--- config.mk ---
export PLATFORM = sky130hd
export DESIGN_NAME = prh_cfg
export DESIGN_NICKNAME = d
export VERILOG_FILES = /design/src/hw/rtl/per_row_range_histogram_assert.svh /design/src/hw/rtl/prh_pkg.sv /design/src/hw/rtl/prh_cfg.sv
export SDC_FILE = /design/constraint.sdc
export NUM_CORES = 1
export LEC_CHECK = 0
export BUFFER_PORTS_ARGS = -buffer_cell sky130_fd_sc_hd__buf_2
export CAP_MARGIN = 20
export CORE_ASPECT_RATIO = 2
export CORE_MARGIN = 3
export CORE_UTILIZATION = 45
export CTS_CLUSTER_SIZE = 28
export DETAILED_ROUTE_END_ITERATION = 16
export PLACE_DENSITY = 0.8
export SLEW_MARGIN = 20
export SYNTH_ARGS = -nofsm -noshare
export SYNTH_HDL_FRONTEND = slang
export SYNTH_SLANG_ARGS = --single-unit
--- constraint.sdc ---
create_clock -name i_clk -period 1.9 [get_ports i_clk]
set_input_delay 0.095 -clock i_clk [delete_from_list [all_inputs] [get_ports i_clk]]
set_output_delay 0.095 -clock i_clk [all_outputs]
set_load 0.01 [all_outputs]
--- src/hw/rtl/per_row_range_histogram_assert.svh ---
// assertion macros for the histogram rtl
`ifndef PER_ROW_RANGE_HISTOGRAM_ASSERT_SVH
`define PER_ROW_RANGE_HISTOGRAM_ASSERT_SVH

`ifndef ASSERT_OFF
// same-cycle implication
`define PRH_ASSERT_IMPLIES(lbl, clk, rst_n, ante, cons, msg) \
    lbl: assert property (@(posedge clk) disable iff (!rst_n) (ante) |-> (cons)) \
        else $error(msg);
// next-cycle implication
`define PRH_ASSERT_NEXT(lbl, clk, rst_n, ante, cons, msg) \
    lbl: assert property (@(posedge clk) disable iff (!rst_n) (ante) |=> (cons)) \
        else $error(msg);
`else
`define PRH_ASSERT_IMPLIES(lbl, clk, rst_n, ante, cons, msg)
`define PRH_ASSERT_NEXT(lbl, clk, rst_n, ante, cons, msg)
`endif

`endif

--- src/hw/rtl/prh_pkg.sv ---
package prh_pkg;

    localparam int DEF_NUM_ROWS = 16;
    localparam int DEF_NUM_BINS = 64;

    localparam int VALUE_W     = 24;
    localparam int WIDTH_W     = 23;
    localparam int COUNT_W     = 32;
    localparam int BIN_INDEX_W = 6;
    localparam int ROW_IN_W    = 4;
    localparam int OP_W        = 2;

    localparam int PADDR_W = 4;
    localparam int PDATA_W = 32;

    // bit-serial divide: one quotient bit per cycle
    localparam int DIV_STEPS = VALUE_W;
    localparam int DIV_CNT_W = $clog2(DIV_STEPS);

    localparam logic [OP_W-1:0] OP_CLEAR = 2'd0;
    localparam logic [OP_W-1:0] OP_ADD   = 2'd1;
    localparam logic [OP_W-1:0] OP_READ  = 2'd2;

    localparam logic [1:0] REG_RANGE_LOW  = 2'd0;
    localparam logic [1:0] REG_RANGE_HIGH = 2'd1;
    localparam logic [1:0] REG_BIN_WIDTH  = 2'd2;

    localparam logic signed [VALUE_W-1:0] RST_RANGE_LOW  = 24'sd0;
    localparam logic signed [VALUE_W-1:0] RST_RANGE_HIGH = 24'sd10240;
    localparam logic [WIDTH_W-1:0]        RST_BIN_WIDTH  = 23'd160;

    typedef struct packed {
        logic signed [VALUE_W-1:0] range_low;
        logic signed [VALUE_W-1:0] range_high;
        logic [WIDTH_W-1:0]        bin_width;
    } t_cfg;

    typedef struct packed {
        logic                 start;
        logic [VALUE_W-1:0]   dividend;
        logic [WIDTH_W-1:0]   divisor;
    } t_div_req;

    typedef struct packed {
        logic                   done;
        logic [BIN_INDEX_W-1:0] quot;
    } t_div_rsp;

    function automatic logic [COUNT_W-1:0] sat_inc(input logic [COUNT_W-1:0] c);
        logic [COUNT_W-1:0] res;
        res = (c == {COUNT_W{1'b1}}) ? c : c + COUNT_W'(1);
        return res;
    endfunction

endpackage

--- src/hw/rtl/prh_cfg.sv ---
module prh_cfg
    import prh_pkg::*;
(
    input  logic               i_clk,
    input  logic               i_rst_n,
    input  logic               psel,
    input  logic               penable,
    input  logic               pwrite,
    input  logic [PADDR_W-1:0] paddr,
    input  logic [PDATA_W-1:0] pwdata,
    output logic [PDATA_W-1:0] prdata,
    output logic               pready,
    output t_cfg               o_cfg
);

    t_cfg       r_cfg;
    logic       wr_en;
    logic [1:0] reg_idx;

    assign pready  = 1'b1;
    assign wr_en   = psel && penable && pwrite;
    assign reg_idx = paddr[3:2];
    assign o_cfg   = r_cfg;

    always_ff @(posedge i_clk) begin
        if (!i_rst_n) begin
            r_cfg.range_low  <= RST_RANGE_LOW;
            r_cfg.range_high <= RST_RANGE_HIGH;
            r_cfg.bin_width  <= RST_BIN_WIDTH;
        end else if (wr_en) begin
            unique case (reg_idx)
                REG_RANGE_LOW:  r_cfg.range_low  <= pwdata[VALUE_W-1:0];
                REG_RANGE_HIGH: r_cfg.range_high <= pwdata[VALUE_W-1:0];
                REG_BIN_WIDTH:  r_cfg.bin_width  <= pwdata[WIDTH_W-1:0];
                default: ;
            endcase
        end
    end

    // signed limits read back sign extended
    always_comb begin
        unique case (reg_idx)
            REG_RANGE_LOW:
                prdata = {{(PDATA_W-VALUE_W){r_cfg.range_low[VALUE_W-1]}}, r_cfg.range_low};
            REG_RANGE_HIGH:
                prdata = {{(PDATA_W-VALUE_W){r_cfg.range_high[VALUE_W-1]}}, r_cfg.range_high};
            REG_BIN_WIDTH:
                prdata = {{(PDATA_W-WIDTH_W){1'b0}}, r_cfg.bin_width};
            default:
                prdata = '0;
        endcase
    end

endmodule

==> results.cfg <==
[synthesis]
yosysSeqAreaShare_pct = 43.7
ys_ff_latch = 71
syn-num-nets = 397
yosys_warnings = 0
ys_types = 20
syn-cell-area_sq_mm = 0.00326
synth_cells = 356
synth_area_per_cell_sq_um = 9.15

[placement]
dp.cells = 554
place_congestion = 0.767
io_buffers = 133
dp_hpwl_microns = 6280
dpl_cell_area_sq_mm = 0.00393
dp_slack_ns = 0.492

[cells_and_area]
drive_above_1_share_pct = 34.0
fill_cells = 608
area.sequential_sq_mm = 0.00142
multi_input_area_sq_mm = 0.00160
design_area_sq_mm = 0.00424
final_common_cell = buf_2
nets = 516
diodes = 0
instances_no_fill = 570
areaGrowthSynthToFinish_pct = 30.2
final_cell_mix = buf_2 (133), nand2_1 (114), mux2i_1 (93)
largest_reg_flops = 71
finish.utilization_pct = 60.6

[sta]
worst_hold_slack_ns = 0.0455
skew_ns = 0
worst_slack_ns = 0.540
max_freq_ghz = 0.735
drv_slew = 0
setup_viol = 0
rsz0062_at_grt = false
hold_viol_final = 0
worst_pin_slew_ns = 0.609
fin_crit_ns = 1.36
slew_headroom_pct = 59.4
post-route-period-util_pct = 71.6
tns_ns = 0

[setup_path]
timing.rr.end = o_cfg[5]
reg2reg_slack_ns = 1.21
rr_startpoint = o_cfg[5]
worstSetupPathType = in2out
slowest_delay_ns = 0.48
startpoint_type = input port
cp_cell_sequence = buf_2 -> buf_12 -> mux2i_1 -> o21ai_0 -> buf_2
cpLargestDelayFamily = buffers and inverters
end_kind = primary output
worstPathRequired_ns = 1.80
slowest_stage = buf_2
arrival_ns = 1.27
ff2ff_path_depth = 2
path_max_fanout = 17
cpMostUsedCell = buf_2
critical_path.startpoint = paddr[2]
worst-path-buf-inv = 3

[routing]
highest-signal-layer = met4
drt_iter0_drc = 111
drc_errors = 0
drt-total-wl_microns = 8510
dr_wl_met3_microns = 359
dr.pass1.iters = 6
ant_nets = 0
post_drt_wl_per_cell_microns = 14.9
wl_met1_microns = 3070
route.met2.wl_microns = 4890
via_count = 2886
via_per_inst = 5.06

[floorplan]
die_h_microns = 126
floorplan.rows = 43
start_util_pct = 46.5
coreArea_sq_mm = 0.00699
ios = 145
dieArea_sq_mm = 0.00835
dieWidth_microns = 66.1

[worst_hold_path]
worst_hold_path_type = in2reg
worstHoldStart = pwdata[7]
min_path_cells = 3
holdPathEnd = o_cfg[7]

[clock_network]
cts.clk_slew.worst_paths_ns = 0.05
clockBufferDepth = 2
cts_resized = 0
postCtsHoldBufs = 0
numCtsBuffers = 9
post_cts_buffers = 0
clock-root-buffer = clkbuf_16
tritoncts = done
clkLatencyLatePin_ns = 0.32
htree_levels = 3
cts.sinks = 71

[power]
vdd_drop_max_v = 0.000535
p_leak_nw = 2.05
total_power_mw = 3.48
power-per-cell-area_mw_per_mm2 = 822

[global_routing]
grt_max_degree = 39
first_global_vias = 2810
antenna_found_initial = 0
overflow = 0
track_usage_pct = 20.6
grt_pass1_wl_microns = 13300

[status]
outcome = completed

[flow_run]
cap_violations = 0
==> layer usage <==
metal  track usage (%)  vias to the layer above
met5                 0                        -
met3              3.90                       10
li1                  -                     1408
met1              19.8                     1378
met4              10.1                        0
met2              39.3                       90
==> synth_stat cells <==
master	count	area [sq um]
nand2_1	114	428
mux2i_1	93	931
dfxtp_1	71	1420
o21ai_0	23	115
buf_4	14	105
clkbuf_1	13	48.8
buf_6	5	56.3
buf_2	4	20.0
nor2b_1	4	25.0
nand3_1	3	15.0
inv_1	2	7.51
o211ai_1	2	15.0
and2_4	1	8.76
and3_1	1	6.26
conb_1	1	3.75
nand3b_1	1	7.51
nor2_1	1	3.75
nor2b_4	1	13.8
nor3_4	1	16.3
nor3b_1	1	7.51
==> logic make-up after synthesis <==
| logic type | count (synthesis) | share of synthesized area (%) |
|---|---|---|
| AO/OA/AOI/OAI | 25 | 4.00 |
| buffers and inverters | 38 | 7.30 |
| flip-flops | 71 | 43.7 |
| multiplexers | 93 | 28.6 |
| other | 1 | 0.115 |
| AND/OR/NAND/NOR | 128 | 16.3 |
==> where the power goes <==
part           internal (mW)  total [mW]  switching (mW)
clock network           1.12        1.70           0.581
logic                  0.106       0.259           0.153
registers               1.51        1.53          0.0162
==> worst max path at each step <==
stage | to | cells after the start
after CTS | prdata[23] | 3
after global routing | prdata[31] | 3
after detailed placement | o_cfg[38] | 4
after global placement | o_cfg[37] | 4
final | prdata[16] | 5
after floorplan | prdata[24] | 5
==> worst register-to-register path, delay by kind of cell (launching register included) <==
| kind | cells | cell delay [ns] |
|---|---|---|
| buffers and inverters | 1 | 0.06 |
| flip-flops | 1 | 0.38 |
| AO/OA/AOI/OAI | 1 | 0.17 |
==> area by class of cell <==
class,count,share of cell area [%]
multi-input combinational,247,37.8
sequential,71,33.5
timing repair buffer,144,18.5
clock buffer,13,6.38
tap,90,2.66
clock inverter,3,0.945
inverter,2,0.177
(Power assumes the default switching activity.)
