$ cat config.mk
export PLATFORM = sky130hd
export DESIGN_NAME = prh_div
export DESIGN_NICKNAME = d
export VERILOG_FILES = /design/src/hw/rtl/per_row_range_histogram_assert.svh /design/src/hw/rtl/prh_pkg.sv /design/src/hw/rtl/prh_div.sv
export SDC_FILE = /design/constraint.sdc
export NUM_CORES = 1
export LEC_CHECK = 0
export BUFFER_PORTS_ARGS = -buffer_cell sky130_fd_sc_hd__buf_2
export CAP_MARGIN = 20
export CORE_ASPECT_RATIO = 0.5
export CORE_MARGIN = 5
export CORE_UTILIZATION = 27
export DETAILED_ROUTE_END_ITERATION = 10
export SLEW_MARGIN = 10
export SYNTH_ARGS = -nofsm -noshare
export SYNTH_HDL_FRONTEND = slang
export SYNTH_SLANG_ARGS = --single-unit
export TNS_END_PERCENT = 5
$ cat constraint.sdc
create_clock -name i_clk -period 7.16 [get_ports i_clk]
set_input_delay 1.432 -clock i_clk [delete_from_list [all_inputs] [get_ports i_clk]]
set_output_delay 1.432 -clock i_clk [all_outputs]
set_load 0.02 [all_outputs]
$ cat src/hw/rtl/per_row_range_histogram_assert.svh
// assertion macros for the histogram rtl
`ifndef PER_ROW_RANGE_HISTOGRAM_ASSERT_SVH
`define PER_ROW_RANGE_HISTOGRAM_ASSERT_SVH

`ifndef ASSERT_OFF
// same-cycle implication
`define PRH_ASSERT_IMPLIES(lbl, clk, rst_n, ante, cons, msg) \
    lbl: assert property (@(posedge clk) disable iff (!rst_n) (ante) |-> (cons)) \
        else $error(msg);
// next-cycle implication
`define PRH_ASSERT_NEXT(lbl, clk, rst_n, ante, cons, msg) \
    lbl: assert property (@(posedge clk) disable iff (!rst_n) (ante) |=> (cons)) \
        else $error(msg);
`else
`define PRH_ASSERT_IMPLIES(lbl, clk, rst_n, ante, cons, msg)
`define PRH_ASSERT_NEXT(lbl, clk, rst_n, ante, cons, msg)
`endif

`endif

$ cat src/hw/rtl/prh_pkg.sv
package prh_pkg;

    localparam int DEF_NUM_ROWS = 16;
    localparam int DEF_NUM_BINS = 64;

    localparam int VALUE_W     = 24;
    localparam int WIDTH_W     = 23;
    localparam int COUNT_W     = 32;
    localparam int BIN_INDEX_W = 6;
    localparam int ROW_IN_W    = 4;
    localparam int OP_W        = 2;

    localparam int PADDR_W = 4;
    localparam int PDATA_W = 32;

    // bit-serial divide: one quotient bit per cycle
    localparam int DIV_STEPS = VALUE_W;
    localparam int DIV_CNT_W = $clog2(DIV_STEPS);

    localparam logic [OP_W-1:0] OP_CLEAR = 2'd0;
    localparam logic [OP_W-1:0] OP_ADD   = 2'd1;
    localparam logic [OP_W-1:0] OP_READ  = 2'd2;

    localparam logic [1:0] REG_RANGE_LOW  = 2'd0;
    localparam logic [1:0] REG_RANGE_HIGH = 2'd1;
    localparam logic [1:0] REG_BIN_WIDTH  = 2'd2;

    localparam logic signed [VALUE_W-1:0] RST_RANGE_LOW  = 24'sd0;
    localparam logic signed [VALUE_W-1:0] RST_RANGE_HIGH = 24'sd10240;
    localparam logic [WIDTH_W-1:0]        RST_BIN_WIDTH  = 23'd160;

    typedef struct packed {
        logic signed [VALUE_W-1:0] range_low;
        logic signed [VALUE_W-1:0] range_high;
        logic [WIDTH_W-1:0]        bin_width;
    } t_cfg;

    typedef struct packed {
        logic                 start;
        logic [VALUE_W-1:0]   dividend;
        logic [WIDTH_W-1:0]   divisor;
    } t_div_req;

    typedef struct packed {
        logic                   done;
        logic [BIN_INDEX_W-1:0] quot;
    } t_div_rsp;

    function automatic logic [COUNT_W-1:0] sat_inc(input logic [COUNT_W-1:0] c);
        logic [COUNT_W-1:0] res;
        res = (c == {COUNT_W{1'b1}}) ? c : c + COUNT_W'(1);
        return res;
    endfunction

endpackage

$ cat src/hw/rtl/prh_div.sv
module prh_div
    import prh_pkg::*;
#(
    parameter int NUM_BINS = DEF_NUM_BINS
) (
    input  logic     i_clk,
    input  logic     i_rst_n,
    input  t_div_req i_req,
    output t_div_rsp o_rsp
);

    localparam int BW = $clog2(NUM_BINS);
    localparam logic [BW-1:0] BIN_MAX = BW'(NUM_BINS - 1);

    logic                 r_busy;
    logic                 r_done;
    logic [DIV_CNT_W-1:0] r_cnt;
    logic [VALUE_W-1:0]   r_dvd;
    logic [WIDTH_W-1:0]   r_dvs;
    logic [WIDTH_W-1:0]   r_rem;
    logic [BW-1:0]        r_q;
    logic                 r_ovf;

    logic [VALUE_W-1:0]   trial;
    logic [VALUE_W:0]     trial_diff;
    logic                 q_bit;
    logic [BW-1:0]        quot_clamped;

    // restoring step: shift in the next dividend bit, try to subtract
    assign trial      = {r_rem, r_dvd[VALUE_W-1]};
    assign trial_diff = {1'b0, trial} - {2'b00, r_dvs};
    assign q_bit      = !trial_diff[VALUE_W];

    assign quot_clamped = (r_ovf || (r_q > BIN_MAX)) ? BIN_MAX : r_q;

    assign o_rsp.done = r_done;
    assign o_rsp.quot = BIN_INDEX_W'(quot_clamped);

    always_ff @(posedge i_clk) begin
        if (!i_rst_n) begin
            r_busy <= 1'b0;
            r_done <= 1'b0;
            r_cnt  <= '0;
        end else begin
            // done pulses for one cycle after the last step
            r_done <= r_busy && !i_req.start && (r_cnt == DIV_CNT_W'(DIV_STEPS - 1));
            if (i_req.start) begin
                r_busy <= 1'b1;
                r_cnt  <= '0;
                r_dvd  <= i_req.dividend;
                r_dvs  <= (i_req.divisor == '0) ? WIDTH_W'(1) : i_req.divisor;
                r_rem  <= '0;
                r_q    <= '0;
                r_ovf  <= 1'b0;
            end else if (r_busy) begin
                r_dvd <= {r_dvd[VALUE_W-2:0], 1'b0};
                r_rem <= q_bit ? trial_diff[WIDTH_W-1:0] : trial[WIDTH_W-1:0];
                // only the low quotient bits are kept, overflow is sticky
                r_q   <= BW'({r_q, q_bit});
                r_ovf <= r_ovf | r_q[BW-1];
                r_cnt <= r_cnt + DIV_CNT_W'(1);
                if (r_cnt == DIV_CNT_W'(DIV_STEPS - 1)) begin
                    r_busy <= 1'b0;
                end
            end
        end
    end

endmodule

==> summary.txt <==
Pwr
  • VDD IR-drop max: 0.0997 mV
  • Static Leak: 0.00215 uW
  • Pwr/cell area: 239 nW/um^2

Logic synthesis
  • Largest family of logic cells by synthesized area: compound AO/OA/AOI/OAI gates
  • Cells after Synth: 456
  • Post-synth ARST share: 0
  • Synth Register Bits: 84
  • Synth area leaders: edfxtp_1, ha_1, mux2_2
  • Seq/Total Area, Yosys: 0.498
  • Net Count, Synth: ~530
  • Post-synth EDFFs: 77
  • XOR/XNOR Fraction of Synth Area: 0.0249
  • Mapped cell area: 4920 sq um
  • Mux contribution to synthesized area: 0.0570
  • Area leader, netlist: edfxtp_1
  • Synth Area in Compound Gates: 0.156
  • Most frequent cell after synthesis: edfxtp_1
  • Top post-synthesis cells by count: edfxtp_1, a21oi_1, clkbuf_1
  • Synthesized area per cell: 10.8 sq um
  • Synth Flop Type: edfxtp_1
  • Unique masters post-synth: 66
  • Area share of the largest cell type after synthesis: 0.470
  • Ys Warns: 0
  • Adder-Cell Fraction of Synth Area: 0.0651
  • Area share of and/or/nand/nor cells after synthesis: 0.134

Layout
  • Fillers: about 1800
  • Share of cells above drive strength 1: 0.238
  • # nets final: roughly 560
  • Synth-to-Final Area Change: 13.9%
  • ANT cells: 0
  • Final Util: 0.318

Floorplan
  • Ports: 57
  • Num rows: 34
  • Die width: around 200 um
  • Die area: 21200 sq um
  • Die H: between 100 and 150 um
  • Core footprint: 17600 sq um
  • Starting density of the core: 0.279

Detailed routing
  • Iter 0 DRT Violations: 228
  • DRC viols: 0
  • DR WL/cell: 15.3 um
  • Vias per inst: 4.93
  • Vias post-DR: 3551
  • Antenna Violating Nets Remaining: 0
  • WL final: 11000 um
  • First-pass detailed-route iteration total: 5

Clock network
  • Clock root buffer: clkbuf_16
  • Setup Buffers After CTS: 0
  • Clock Pin Slew Worst Setup and Hold Paths: 0.07 ns
  • H-tree Lvls: 3
  • Hold-fix buffers, CTS: 0
  • Clock Latency Late Sink: between 0.3 and 0.4 ns
  • Clock Tree Buf Depth: 2
  • Cts bufs inserted: 9
  • # clock sinks: 84
  • Post-cts resize count: 0
  • CTS tree: done

Global routing
  • Vias in the first global route: around 3300
  • Initial antenna violation count: 1
  • GRT Util Overall: 0.0994
  • First-pass GRT wire length: 17100 um
  • Largest net degree at the start of global routing: between 50 and 60
  • Overflow after GRT: 0

STA
  • Clock skew: 0.0110 ns
  • Total Neg Setup Slack: 0 ns
  • Max-slew headroom: 0.281
  • Fin crit share: 0.487
  • RSZ-0062 raised after global routing: false
  • Period minus WS final: 3.48 ns
  • Slew Limit Fails: 0
  • Final setup vio count: 0
  • Final hold vios: 0
  • Max Clock Freq: 287 MHz
  • Worst Tran Pin Value: about 1.1 ns

Hold path
  • Hold_sp: r_cnt[4]
  • Hold WC Path Type: reg -> reg

Worst setup path
  • Kind of critical path: reg -> reg
  • Crit. Startpoint: r_dvd[23]
  • Critical Path RT: 7.31 ns
  • Critical Path AT: 3.63 ns
  • Critical Path Source Type: flip-flop
  • CP max FO: 19
  • Crit path capture type: flip-flop
  • FF-to-FF Start: r_dvd[23]

Placement
  • Port Buffer Count: 56
  • Hpwl dp: 8080 um
  • Placer congestion estimate: 0.855

Outcome
  • Status: finished, final reports clean

Job
  • Max Cap Violations: 0
[state kept, by name, indices dropped and copies added (netlist names)]
name,count
r_dvd,24
r_ovf,1
r_q,6
r_rem,23
r_done,1
r_cnt,5
r_busy,1
r_dvs,23
[worst paths after layout]
kind               endpoint  slack [ns]  cells after the start
setup / recovery  r_rem[19]        3.68                     10
hold reg to reg    r_cnt[4]        0.52                      2
hold / removal     r_cnt[4]        0.52                      2
setup reg to reg  r_rem[19]        3.68                     10
[cell usage in the layout, fill, tap and decap left out, drive strengths merged, types with 8 or more instances in the layout]
cell type,synthesis,routed
a21oi,37,37
buf,14,60
clkbuf,31,10
edfxtp,77,77
ha,24,24
inv,28,31
mux2,24,24
nand2,17,17
nand3,23,23
nand4,8,8
nor2,17,17
nor2b,8,8
nor3,9,9
o21ai,26,26
or2,9,9
[per-layer routing]
| layer | share of wire | global-route usage | up-vias |
|---|---|---|---|
| met3 | 0.048 | 0.0233 | 10 |
| met1 | 0.49 | 0.137 | 1699 |
| li1 | - | - | 1745 |
| met2 | 0.45 | 0.157 | 95 |
| met4 | 0.011 | 0.0275 | 2 |
| met5 | 0.00064 | 0 | - |
[critical path: stages (launching register included)]
cell and delay (ns):
edfxtp_1 0.34, inv_1 0.04, ha_1 0.21, fa_1 0.40, and2b_1 0.27, o2111a_1 0.26
o21ai_1 0.16, o31ai_4 0.33, o221a_1 0.77, nor2_1 0.17, o41ai_2 0.34
[area by class of cell]
class	count	area [sq um]	share of cell area
clock buffers	10	229	0.0408
clock inverters	6	46.3	0.00826
inverters	28	105	0.0187
multi-input cells	299	2150	0.384
flip-flops and latches	84	2450	0.437
well taps	234	293	0.0522
repair buffers	60	330	0.0589
[per-stage QoR]
| step | setup WS, ns | total power (uW) | instances | area [sq um] | hold slack, ns |
|---|---|---|---|---|---|
| CTS | 3.67 | 1350 | 719 | 5570 | 0.520 |
| finish | 3.68 | 1340 | 721 | 5610 | 0.517 |
| floorplan | 3.44 | 842 | 456 | 4920 | 0.472 |
| detailed placement | 3.62 | 911 | 703 | 5300 | 0.498 |
| global placement | 3.64 | 909 | 703 | 5300 | 0.491 |
| global route | 3.42 | 1410 | 721 | 5610 | 0.540 |
[cells by family (layout without fill, tap and decap cells)]
family,count (synthesis),after routing
compound gates,114,114
xor+xnor,14,14
fa+ha+maj,25,25
buf+inv,73,104
flops,84,84
mux,25,25
simple gates,121,121
[where the power goes]
part	internal (uW)	total (uW)	leakage, uW	switching (uW)
logic	127	309	0.00121	181
clock network	239	435	0.000138	197
registers	582	598	0.000796	16.5
Power figures use the tool's default switching activity.
